===== config.mk =====
export PLATFORM = sky130hd
export DESIGN_NAME = bba_ctrl
export DESIGN_NICKNAME = d
export VERILOG_FILES = /design/src/hdl/bba_pkg.sv /design/src/hdl/bba_ctrl.sv
export SDC_FILE = /design/constraint.sdc
export NUM_CORES = 1
export LEC_CHECK = 0
export ABC_AREA = 1
export BUFFER_PORTS_ARGS = -buffer_cell sky130_fd_sc_hd__buf_4
export CAP_MARGIN = 10
export CORE_MARGIN = 3
export CORE_UTILIZATION = 50
export CTS_CLUSTER_DIAMETER = 60
export DETAILED_ROUTE_END_ITERATION = 12
export HOLD_SLACK_MARGIN = 0.05
export MAX_ROUTING_LAYER = met4
export PLACE_DENSITY_LB_ADDON = 0.08
export SLEW_MARGIN = 20
export SYNTH_ARGS = -nofsm -noshare
export SYNTH_HDL_FRONTEND = slang
export SYNTH_SLANG_ARGS = --single-unit

===== constraint.sdc =====
create_clock -name clk -period 2 [get_ports clk]
set_clock_uncertainty 0.1 [all_clocks]
set_input_delay 0.1 -clock clk [delete_from_list [all_inputs] [get_ports clk]]
set_output_delay 0.1 -clock clk [all_outputs]
set_load 0.005 [all_outputs]

===== src/hdl/bba_pkg.sv =====
// bba_pkg: shared types, codes and constants of the buddy block allocator
// used by bba_ctrl, bba_datapath and buddy_block_allocator; no dependencies
package bba_pkg;

  localparam int TOP_ORDER_DEF = 19;
  localparam int MIN_ORDER_DEF = 5;
  localparam int ADDR_W        = 32;
  localparam int ORD_W         = 5;
  localparam int STAT_W        = 3;
  localparam int DATA_W        = 72;
  localparam int CFG_W         = 32;

  localparam logic [ADDR_W-1:0] BASE_RESET      = 32'h0001_0000;
  localparam logic [ORD_W-1:0]  MAX_ORDER_RESET = 5'd16;

  // configuration register indexes
  localparam logic REG_BASE      = 1'b0;
  localparam logic REG_MAX_ORDER = 1'b1;

  typedef enum logic [1:0] {
    NODE_UNUSED = 2'd0,
    NODE_FREE   = 2'd1,
    NODE_SPLIT  = 2'd2,
    NODE_ALLOC  = 2'd3
  } node_t;

  typedef enum logic [STAT_W-1:0] {
    ST_GRANTED     = 3'd0,
    ST_NO_FREE     = 3'd1,
    ST_TOO_LARGE   = 3'd2,
    ST_RELEASED    = 3'd3,
    ST_BAD_RELEASE = 3'd4
  } status_t;

  typedef enum logic [2:0] {
    WA_IDX, WA_BUDDY, WA_LEFT, WA_RIGHT, WA_CLR
  } wsel_t;

  typedef enum logic [2:0] {
    IDX_HOLD, IDX_ROOT, IDX_LEFT, IDX_UP, IDX_NEXT, IDX_REL
  } idx_op_t;

  typedef struct packed {
    logic    load;
    logic    rd_en;
    logic    rd_buddy;
    logic    wr_en;
    wsel_t   wr_sel;
    node_t   wr_val;
    idx_op_t idx_op;
    logic    res_load;
    status_t res_code;
  } cmd_t;

  typedef struct packed {
    logic  action;
    logic  too_large;
    logic  no_fit;
    logic  rel_bad;
    node_t node;
    logic  idx_root;
    logic  idx_odd;
    logic  ord_eq_tgt;
    logic  clr_last;
  } sts_t;

  // smallest k >= 1 with 2^k >= size, 32 when above 2^31
  function automatic logic [5:0] ceil_order(input logic [31:0] size);
    logic [5:0] k;
    k = 6'd32;
    for (int i = 31; i >= 1; i--) begin
      if ({1'b0, size} <= (33'd1 << i)) k = 6'(i);
    end
    return k;
  endfunction

endpackage


===== src/hdl/bba_ctrl.sv =====
// bba_ctrl: sequencer for clearing, tree search, splitting and merging
// depends on bba_pkg; drives bba_datapath through cmd_t, reads sts_t
module bba_ctrl (
  input  logic          clk,
  input  logic          rst,
  input  logic          s_tvalid,
  output logic          s_tready,
  output logic          m_tvalid,
  input  logic          m_tready,
  input  bba_pkg::sts_t sts,
  output bba_pkg::cmd_t cmd
);

  typedef enum logic [4:0] {
    S_CLR, S_IDLE, S_DISPATCH,
    S_A_RD, S_A_EVAL, S_A_CLIMB, S_SPLIT1, S_SPLIT2, S_SPLIT3, S_A_TAKE,
    S_R_RD, S_R_EVAL, S_R_MERGE, S_R_BEVAL, S_R_W1, S_R_W2, S_R_W3,
    S_FIN
  } state_t;

  state_t            state, state_next;
  bba_pkg::status_t  code, code_next;

  assign s_tready = (state == S_IDLE);

  always_comb begin
    cmd          = '0;
    cmd.wr_sel   = bba_pkg::WA_IDX;
    cmd.wr_val   = bba_pkg::NODE_UNUSED;
    cmd.idx_op   = bba_pkg::IDX_HOLD;
    cmd.res_code = code;
    state_next   = state;
    code_next    = code;
    case (state)
      S_CLR: begin
        cmd.wr_en  = 1'b1;
        cmd.wr_sel = bba_pkg::WA_CLR;
        if (sts.clr_last) state_next = S_IDLE;
      end
      S_IDLE: begin
        if (s_tvalid) begin
          cmd.load   = 1'b1;
          state_next = S_DISPATCH;
        end
      end
      S_DISPATCH: begin
        if (sts.action) begin
          if (sts.rel_bad) begin
            code_next  = bba_pkg::ST_BAD_RELEASE;
            state_next = S_FIN;
          end else begin
            cmd.idx_op = bba_pkg::IDX_REL;
            state_next = S_R_RD;
          end
        end else if (sts.too_large) begin
          code_next  = bba_pkg::ST_TOO_LARGE;
          state_next = S_FIN;
        end else if (sts.no_fit) begin
          code_next  = bba_pkg::ST_NO_FREE;
          state_next = S_FIN;
        end else begin
          cmd.idx_op = bba_pkg::IDX_ROOT;
          state_next = S_A_RD;
        end
      end
      S_A_RD: begin
        cmd.rd_en  = 1'b1;
        state_next = S_A_EVAL;
      end
      S_A_EVAL: begin
        if (sts.node == bba_pkg::NODE_FREE) begin
          state_next = S_SPLIT1;
        end else if (!sts.ord_eq_tgt && sts.node == bba_pkg::NODE_SPLIT) begin
          cmd.idx_op = bba_pkg::IDX_LEFT;
          state_next = S_A_RD;
        end else begin
          state_next = S_A_CLIMB;
        end
      end
      S_A_CLIMB: begin
        if (sts.idx_root) begin
          code_next  = bba_pkg::ST_NO_FREE;
          state_next = S_FIN;
        end else if (sts.idx_odd) begin
          cmd.idx_op = bba_pkg::IDX_UP;
        end else begin
          cmd.idx_op = bba_pkg::IDX_NEXT;
          state_next = S_A_RD;
        end
      end
      S_SPLIT1: begin
        if (sts.ord_eq_tgt) begin
          state_next = S_A_TAKE;
        end else begin
          cmd.wr_en  = 1'b1;
          cmd.wr_val = bba_pkg::NODE_SPLIT;
          state_next = S_SPLIT2;
        end
      end
      S_SPLIT2: begin
        cmd.wr_en  = 1'b1;
        cmd.wr_sel = bba_pkg::WA_LEFT;
        cmd.wr_val = bba_pkg::NODE_FREE;
        state_next = S_SPLIT3;
      end
      S_SPLIT3: begin
        cmd.wr_en  = 1'b1;
        cmd.wr_sel = bba_pkg::WA_RIGHT;
        cmd.wr_val = bba_pkg::NODE_FREE;
        cmd.idx_op = bba_pkg::IDX_LEFT;
        state_next = S_SPLIT1;
      end
      S_A_TAKE: begin
        cmd.wr_en  = 1'b1;
        cmd.wr_val = bba_pkg::NODE_ALLOC;
        code_next  = bba_pkg::ST_GRANTED;
        state_next = S_FIN;
      end
      S_R_RD: begin
        cmd.rd_en  = 1'b1;
        state_next = S_R_EVAL;
      end
      S_R_EVAL: begin
        if (sts.node != bba_pkg::NODE_ALLOC) begin
          code_next  = bba_pkg::ST_BAD_RELEASE;
          state_next = S_FIN;
        end else begin
          cmd.wr_en  = 1'b1;
          cmd.wr_val = bba_pkg::NODE_FREE;
          state_next = S_R_MERGE;
        end
      end
      S_R_MERGE: begin
        if (sts.idx_root) begin
          code_next  = bba_pkg::ST_RELEASED;
          state_next = S_FIN;
        end else begin
          cmd.rd_en    = 1'b1;
          cmd.rd_buddy = 1'b1;
          state_next   = S_R_BEVAL;
        end
      end
      S_R_BEVAL: begin
        if (sts.node == bba_pkg::NODE_FREE) begin
          state_next = S_R_W1;
        end else begin
          code_next  = bba_pkg::ST_RELEASED;
          state_next = S_FIN;
        end
      end
      S_R_W1: begin
        cmd.wr_en  = 1'b1;
        state_next = S_R_W2;
      end
      S_R_W2: begin
        cmd.wr_en  = 1'b1;
        cmd.wr_sel = bba_pkg::WA_BUDDY;
        cmd.idx_op = bba_pkg::IDX_UP;
        state_next = S_R_W3;
      end
      S_R_W3: begin
        cmd.wr_en  = 1'b1;
        cmd.wr_val = bba_pkg::NODE_FREE;
        state_next = S_R_MERGE;
      end
      S_FIN: begin
        if (!m_tvalid || m_tready) begin
          cmd.res_load = 1'b1;
          state_next   = S_IDLE;
        end
      end
      default: state_next = S_IDLE;
    endcase
  end

  always_ff @(posedge clk) begin
    if (rst) begin
      state    <= S_CLR;
      code     <= bba_pkg::ST_GRANTED;
      m_tvalid <= 1'b0;
    end else begin
      state <= state_next;
      code  <= code_next;
      if (cmd.res_load) m_tvalid <= 1'b1;
      else if (m_tready) m_tvalid <= 1'b0;
    end
  end

  a_clr_blocks_input: assert property (@(posedge clk) disable iff (rst)
    (state == S_CLR) |-> !s_tready)
    else $error("input taken during clearing pass");

  a_one_at_a_time: assert property (@(posedge clk) disable iff (rst)
    (s_tvalid && s_tready) |=> !s_tready)
    else $error("second item taken while one is at work");

  a_no_overwrite: assert property (@(posedge clk) disable iff (rst)
    cmd.res_load |-> (!m_tvalid || m_tready))
    else $error("result register overwritten before transfer");

  a_write_not_during_read_eval: assert property (@(posedge clk) disable iff (rst)
    cmd.rd_en |-> !cmd.wr_en)
    else $error("tree read and write in the same cycle");

endmodule


# [Word level (Yosys, flattened, before mapping)]
# Cells that the tools add are included.
[word_totals] register_bits=9 inputBits=14 output_inout_bits=18
[op_classes] mux=50 reduce_logical=12 n_eq_ne=30
[op_table] op="5-bit one-hot mux with 18 select lines" count=1
[op_table] op="5-bit 2-to-1 mux" count=12
[op_table] op="3-bit 2-to-1 mux" count=14
[op_table] op="5-bit by 4-bit == test with 1-bit output (second input constant)" count=8
[op_table] op="5-bit by 3-bit == test with 1-bit output (second input constant)" count=4
[op_table] op="3-bit one-hot mux with 6 select lines" count=1
[op_table] op="2-bit != test (second input constant)" count=8
[op_table] op="3-bit one-hot mux with 5 select lines" count=1
[op_table] op="1-bit 2-to-1 mux" count=12
[op_table] op="3-bit one-hot mux with 4 select lines" count=1
[op_table] op="5-bit by 2-bit == test with 1-bit output (second input constant)" count=2
[op_table] op="5-bit == test (second input constant)" count=2
[op_table] op="2-bit 2-to-1 mux" count=4
[op_table] op="2-bit one-hot mux with 4 select lines" count=1
[op_table] op="7-bit AND reduction" count=1
[op_table] op="7-bit OR reduction" count=1
[op_table] op="3-bit != test (second input constant)" count=2
[op_table] op="6-bit nonzero test" count=1
[op_table] op="5-bit by 1-bit == test with 1-bit output (second input constant)" count=1
[op_table] op="5-bit logical NOT" count=1
[op_table] op="4-bit 2-to-1 mux" count=1
[op_table] op="4-bit != test (second input constant)" count=1
[op_table] op="4-bit AND reduction" count=1
[op_table] op="1-bit one-hot mux with 3 select lines" count=1
[op_table] op="other kinds (9)" count=10

# [Longest topological paths before layout]
# Gate-level depths: netlist of the first run.
[logic_depth] depth_word=5 depth_mapped=11 mapped_depth_nobuf=10

# [Worst setup path after synthesis of the first run]
# Ideal clock, no wire load.
[synth_path] path_kind="reg-to-reg" from="register state[2]" to="register code[0]" period_less_slack_ns=1.421 path_stages_with_launch=10 arrival_time_ns=1.207 path_buffers=0 path_slack_ns=0.579 setup_time_ns=0.114 cell_sequence="dfxtp_1 > nand2_1 > nor2_4 > nand3b_1 > nand2_1 > nor2_2 > nand3_2 > nand2_1 > nand2_1 > nor2_2"
[synth_via] elab_chain_cells=3
[synth_rtl] item="from (decl)" line="bba_ctrl.sv:21" rtl="state_t state, state_next;"
[synth_rtl] item="from (signal assigned)" line="bba_ctrl.sv:182" rtl="state <= state_next;"
[synth_rtl] item="5-bit by 2-bit == test with 1-bit output (tied with other cells)" line="bba_ctrl.sv:34" rtl="case (state)"
[synth_rtl] item="4-bit != test (no source line) (tied with other cells)"
[synth_rtl] item="7-bit AND reduction (no source line)"
[synth_rtl] item="to (signal assigned)" line="bba_ctrl.sv:179" rtl="code <= bba_pkg::ST_GRANTED;"
[synth_rtl] item="to (signal assigned)" line="bba_ctrl.sv:183" rtl="code <= code_next;"
[synth_rtl] item="to (decl)" line="bba_ctrl.sv:22" rtl="bba_pkg::status_t code, code_next;"
# Parallel ways exist; a longest one is shown, timed or not.
# A chain may end at the register's enable or synchronous reset.

==> results of run 1 <==
==> per-stage QoR <==
step,std cells,hold WS (ns)
global route,257,0.0622
floorplan,197,0.0691
global placement,251,0.210
CTS,257,0.0516
detailed placement,251,0.211
finish,257,0.0528
==> timing repair <==
item / in CTS / in global routing
gates resized for setup: 0 / 2
endpoints found under the hold margin: 5 / 0
setup endpoints to repair: 0 / 2
hold buffers: 2 / 0
==> placed cells by master, fill, tap and decap left out, drive strengths merged <==
| cell type | synthesis | final |
|---|---|---|
| nand2 | 63 | 63 |
| nor2 | 38 | 38 |
| buf | 2 | 31 |
| inv | 31 | 31 |
| nand3 | 29 | 29 |
| dfxtp | 9 | 9 |
| a21oi | 8 | 8 |
| nand4 | 4 | 4 |
| o21ai | 4 | 4 |
| nor3 | 3 | 3 |
| clkbuf | 0 | 3 |
| a31oi | 2 | 2 |
| dlygate4sd3 | 0 | 2 |
| nor4 | 1 | 1 |
| nand3b | 1 | 1 |
| a21boi | 1 | 1 |
| o211ai | 1 | 1 |
| clkinv | 0 | 1 |
==> state kept, by name (all words and copies together), names as in the netlist <==
register and cells:
m_tvalid 1, state 5, code 3
==> how the worst min path moves through the flow <==
stage          startpoint  endpoint  slack, ns  depth (start not counted)
2_1_floorplan         rst  state[3]       0.07                          1
3_3_place_gp          rst  state[3]       0.21                          2
3_5_place_dp          rst  state[3]       0.21                          2
4_1_cts            sts[1]  state[3]       0.05                          3
5_1_grt            sts[1]  state[3]       0.06                          3
6_report         m_tready  m_tvalid       0.05                          4
==> critical path: stages, from the launching register on <==
cell and delay [ns]:
dfxtp_1 0.41, nor2_1 0.32, inv_1 0.17, nor2_1 0.24, a21oi_1 0.10, nand2_1 0.08
buf_4 0.12
==> cell type report <==
| type | count | area share |
|---|---|---|
| Clock buffer | 3 | 0.0168 |
| Clock inverter | 1 | 0.00373 |
| Sequential cell | 9 | 0.136 |
| Multi-Input combinational cell | 155 | 0.543 |
| Timing Repair Buffer | 33 | 0.188 |
| Tap cell | 25 | 0.0233 |
| Inverter | 31 | 0.0886 |
==> report_power, final <==
part / leakage [nW] / total, mW / switching, mW / internal [mW]
registers: 0.0742 / 0.301 / 0.0731 / 0.228
clock network: 0.0177 / 0.148 / 0.0736 / 0.0740
logic: 0.724 / 0.819 / 0.497 / 0.322
total: 0.816 / 1.27 / 0.644 / 0.624
==> metal layers <==
| metal | track usage | wire length [µm] | part of all wire |
|---|---|---|---|
| met5 | - | 0 | 0 |
| met4 | 0.0917 | 85 | 0.025 |
| met3 | 0.0831 | 321 | 0.094 |
| met2 | 0.426 | 1570 | 0.46 |
| met1 | 0.356 | 1430 | 0.42 |
==> cell families after synthesis <==
kind of cell,share of synthesized area
buffers and inverters,0.132
flip-flops,0.172
AO/OA/AOI/OAI,0.0837
AND/OR/NAND/NOR,0.612
==> impl_metrics.py, run 1 <==
metrics = {
    "floorplan": {
        "core.rowCount": 15,
        "fp.dieArea_um2": 2680,
        "die_y_um": 51.7,
        "die_x_um": 51.7,
        "placeableCoreArea_um2": 1840,
        "ioPinCount": 32,
        "start_util": 0.569,
    },
    "synthesis": {
        "synth_nets": 211,
        "ys_types": 23,
        "synth_common_cells": "59 x nand2_1, 29 x nor2_1, 28 x inv_1, 27 x nand3_1, 9 x dfxtp_1",
        "synth-seq-area-share": 0.172,
        "yosysTopAreaCell": "nand2_1",
        "synthMostInstantiatedCell": "nand2_1",
        "ys.flop_type": "dfxtp_1",
        "yosys_warnings": 0,
        "ys_ff_latch": 9,
        "synthCells": 197,
        "ys_top_cells_by_area": "nand2_1 21%, dfxtp_1 17%, nand3_1 13%",
        "syn_avg_cell_area_um2": 5.31,
        "synthArstFlopShare": 0,
        "synth_top_area_share": 0.212,
        "syn_area_um2": 1050,
        "synth_edf_count": 0,
    },
    "placed_design": {
        "dp_slack_ns": 0.325,
        "dpl-instance-area_um2": 1290,
        "dp_hpwl_um": 2750,
        "routabilityCongestion": 1.05,
        "io_buffers": 31,
    },
    "clocking": {
        "clk_latency_ns": 0.27,
        "cts_sinks": 9,
        "cts_root_buf": "clkbuf_4",
        "cts_max_path_buffers": 2,
        "cts_tree": "built",
        "path_clk_slew_ns": 0.07,
        "h-tree-depth": 1,
        "cts_made_buffers": 3,
        "postCtsSetupRepairBufs": 0,
    },
    "layout": {
        "n_fill_cell": 169,
        "multiInputGateArea_um2": 728,
        "antenna-diode-count": 0,
        "regArea_um2": 183,
        "areaGrowthSynthToFinish_pct": 28.2,
        "final_core_util": 0.729,
        "drive_gt1_frac": 0.237,
        "postLayoutCellArea_um2": 1340,
        "fin_nets": 247,
    },
    "worst_setup_path": {
        "critPathKind": "reg2out",
        "required_ns": 1.80,
        "critPathLaunchType": "flop",
        "cp_max_fo": 8,
        "cp.arrival_ns": 1.72,
        "rrSetupSlack_ns": 0.29,
        "r2r-end": "code[1]",
        "setup.worst_path.start": "state[0]",
        "endpoint_kind": "output pin",
        "r2r_cells": 9,
        "r2r_start": "state[2]",
        "crit_end": "cmd[5]",
    },
    "sta": {
        "report.final.slew_viol_count": 0,
        "hold_violations": 0,
        "tns_ns": 0,
        "rsz0062_at_grt": "no",
        "min_period_ns": 1.92,
        "layout_setup_ws_ns": 0.0783,
        "fmax_mhz": 520,
        "timing.final.crit_share": 0.961,
        "max_slew_margin": 0.750,
        "setup_viol": 0,
        "tightest_slew_ns": 0.374,
    },
    "global_route": {
        "antenna_found_initial": 0,
        "grt_pass1_wl_um": 5520,
        "overflow": 0,
        "grt_max_degree": 10,
        "grt_usage": 0.280,
        "grt_pass1_vias": 1246,
    },
    "drt": {
        "first_pass_iters": 5,
        "ant_nets": 0,
        "drc": 0,
        "wl_per_cell_um": 13.2,
        "drt-total-wl_um": 3400,
        "vias_per_cell": 5.59,
        "via_count": 1437,
        "drt_iter0_markers": 72,
    },
    "power": {
        "p_leak_nw": 0.816,
        "power_density_nw_per_um2": 945,
        "total_power_mw": 1.27,
        "peakVddDrop_mv": 0.761,
    },
    "run_status": {
        "status": "complete, no violations",
    },
    "worst_hold_path": {
        "hold_path_class": "in2reg",
    },
    "run": {
        "maxCapViolCount": 0,
    },
}
Note: power is estimated with default switching activity, not from simulation.
==> inputs of run 2 (changes only) <==
--- a/config.mk
+++ b/config.mk
@@ -10,6 +10,7 @@
 export CAP_MARGIN = 10
 export CORE_MARGIN = 3
 export CORE_UTILIZATION = 50
+export CTS_BUF_LIST = sky130_fd_sc_hd__clkbuf_8
 export CTS_CLUSTER_DIAMETER = 60
 export DETAILED_ROUTE_END_ITERATION = 12
 export HOLD_SLACK_MARGIN = 0.05
==> run 2 against run 1 <==
Against the previous run:
- cell area rose by 0.65%
- critical path depth up 1
- non-clock buffer count decreased by 1
- sequential cell count unchanged
- clock power increased by 48%
- power is 5.8% higher
- wire length up 0.59%
- clock-buffer cell count is the same
- combinational power up 0.5%
- first-iteration DRC count rose by 33%
- final cell count decreased by 0.39%
==> impl_metrics.py, run 2 (synthesis results as in run 1) <==
metrics = {
    "worst_setup_path": {
        "rrSetupSlack_ns": 0.27,
        "critPathLaunchType": "flop",
        "cp.arrival_ns": 1.69,
        "cp_max_fo": 7,
        "path_delay_family": "simple AND/OR/NAND/NOR gates",
        "r2r_start": "state[2]",
        "crit_path_cell_trace": "nand2_1, nor2_2, nand2_1, nand2_2, nor3_1, nand4_1, buf_4",
        "endpoint_kind": "output pin",
        "crit_end": "cmd[12]",
        "setup.worst_path.start": "state[2]",
        "r2r-end": "code[1]",
        "slowest_stage": "dfxtp_1",
        "r2r_cells": 9,
        "max_stage_delay_ns": 0.49,
        "path_common_cell": "nand2_1",
        "crit_buf_inv": 1,
        "required_ns": 1.80,
        "critPathKind": "reg2out",
        "worst-path-stages": 7,
    },
    "drt": {
        "ant_nets": 0,
        "first_pass_iters": 5,
        "vias_per_cell": 5.57,
        "drt_iter0_markers": 96,
        "via_count": 1426,
        "drc": 0,
        "wl_per_cell_um": 13.4,
        "drt-total-wl_um": 3420,
    },
    "layout": {
        "layout_common_cells": "59 x nand2_1, 31 x buf_4, 29 x nor2_1, 28 x inv_1, 27 x nand3_1",
        "antenna-diode-count": 0,
        "final_common_cell": "nand2_1",
        "stdcell_count": 256,
        "postLayoutCellArea_um2": 1350,
        "regMostFlops": "state",
        "fin_nets": 246,
        "multiInputGateArea_um2": 728,
        "final_core_util": 0.734,
        "largest_reg_flops": 5,
        "top_regs": "state (5), code (3), m_tvalid (1)",
        "areaGrowthSynthToFinish_pct": 29.1,
        "regArea_um2": 183,
        "n_fill_cell": 161,
        "drive_gt1_frac": 0.238,
    },
    "floorplan": {
        "ioPinCount": 32,
        "die_x_um": 51.7,
        "fp.dieArea_um2": 2680,
        "placeableCoreArea_um2": 1840,
        "start_util": 0.569,
        "core.rowCount": 15,
        "die_y_um": 51.7,
    },
    "sta": {
        "setup_viol": 0,
        "max_slew_margin": 0.743,
        "hold_ws_ns": 0.0761,
        "report.final.slew_viol_count": 0,
        "timing.final.crit_share": 0.943,
        "layout_setup_ws_ns": 0.113,
        "tns_ns": 0,
        "min_period_ns": 1.89,
        "fmax_mhz": 530,
        "tightest_slew_ns": 0.384,
        "rsz0062_at_grt": "no",
        "hold_violations": 0,
    },
    "clocking": {
        "clk_latency_ns": 0.24,
        "h-tree-depth": 1,
        "cts_root_buf": "clkbuf_8",
        "path_clk_slew_ns": 0.05,
        "cts_tree": "built",
        "cts_made_buffers": 3,
        "cts_max_path_buffers": 2,
        "cts_sinks": 9,
    },
    "placed_design": {
        "dpl-instance-area_um2": 1290,
        "io_buffers": 31,
        "dp_hpwl_um": 2750,
        "dp_slack_ns": 0.325,
        "place_inst": 251,
        "routabilityCongestion": 1.05,
    },
    "global_route": {
        "grt_usage": 0.280,
        "grt_max_degree": 10,
        "antenna_found_initial": 0,
        "grt_pass1_wl_um": 5510,
        "overflow": 0,
        "grt_pass1_vias": 1222,
    },
    "power": {
        "peakVddDrop_mv": 0.841,
        "p_leak_nw": 0.819,
        "total_power_mw": 1.34,
        "power_density_nw_per_um2": 994,
    },
    "worst_hold_path": {
        "worstHoldStart": "sts[3]",
        "hold_path_depth": 3,
        "hold_path_class": "in2reg",
    },
    "run_status": {
        "status": "complete, no violations",
    },
    "run": {
        "maxCapViolCount": 0,
    },
}
-- run 2: changes by cell type in the layout (fill, tap and decap cells not counted), sizes merged --
cell and delta:
dlygate4sd3 -1
-- run 2: worst reg2reg max path, cell delays in order, from the launching register on --
cell and delay (ns):
dfxtp_1 0.49, nand2_1 0.13, nor2_2 0.27, nand3_1 0.20, nand2_1 0.10, inv_1 0.06
nand3_2 0.11, nand2_1 0.07, inv_1 0.07, nor2_1 0.05
-- run 2: worst min path at each step --
stage / endpoint / slack, ns
3_5_place_dp: state[3] / 0.21
5_1_grt: state[3] / 0.11
2_1_floorplan: state[3] / 0.07
6_report: state[4] / 0.08
4_1_cts: state[4] / 0.08
3_3_place_gp: state[3] / 0.21
-- run 2: final cells by class --
type / instances / area share
clock buffer: 3 / 0.0306
sequential: 9 / 0.135
inverter: 31 / 0.0880
multi-input combinational: 155 / 0.539
clock inverter: 1 / 0.00371
timing repair buffer: 32 / 0.180
tap: 25 / 0.0232
-- run 2: metal layers --
metal / global-route usage / share of wire / wire (µm) / vias up
li1: - / - / - / 691
met1: 0.358 / 0.40 / 1370 / 630
met2: 0.436 / 0.46 / 1570 / 92
met3: 0.0774 / 0.11 / 392 / 13
met4: 0.0742 / 0.026 / 90 / 0
met5: - / 0 / 0 / -
-- run 2: repair_timing --
item	4_1_cts	5_1_grt
resized for setup	0	2
setup endpoints to repair	0	1
setup buffers	0	0
endpoints found under the hold margin	4	0
hold buffers	1	0
-- run 2: power by group --
part / internal [mW] / switching [mW]
registers: 0.229 / 0.0715
logic: 0.321 / 0.502
clock network: 0.137 / 0.0819
total: 0.686 / 0.656
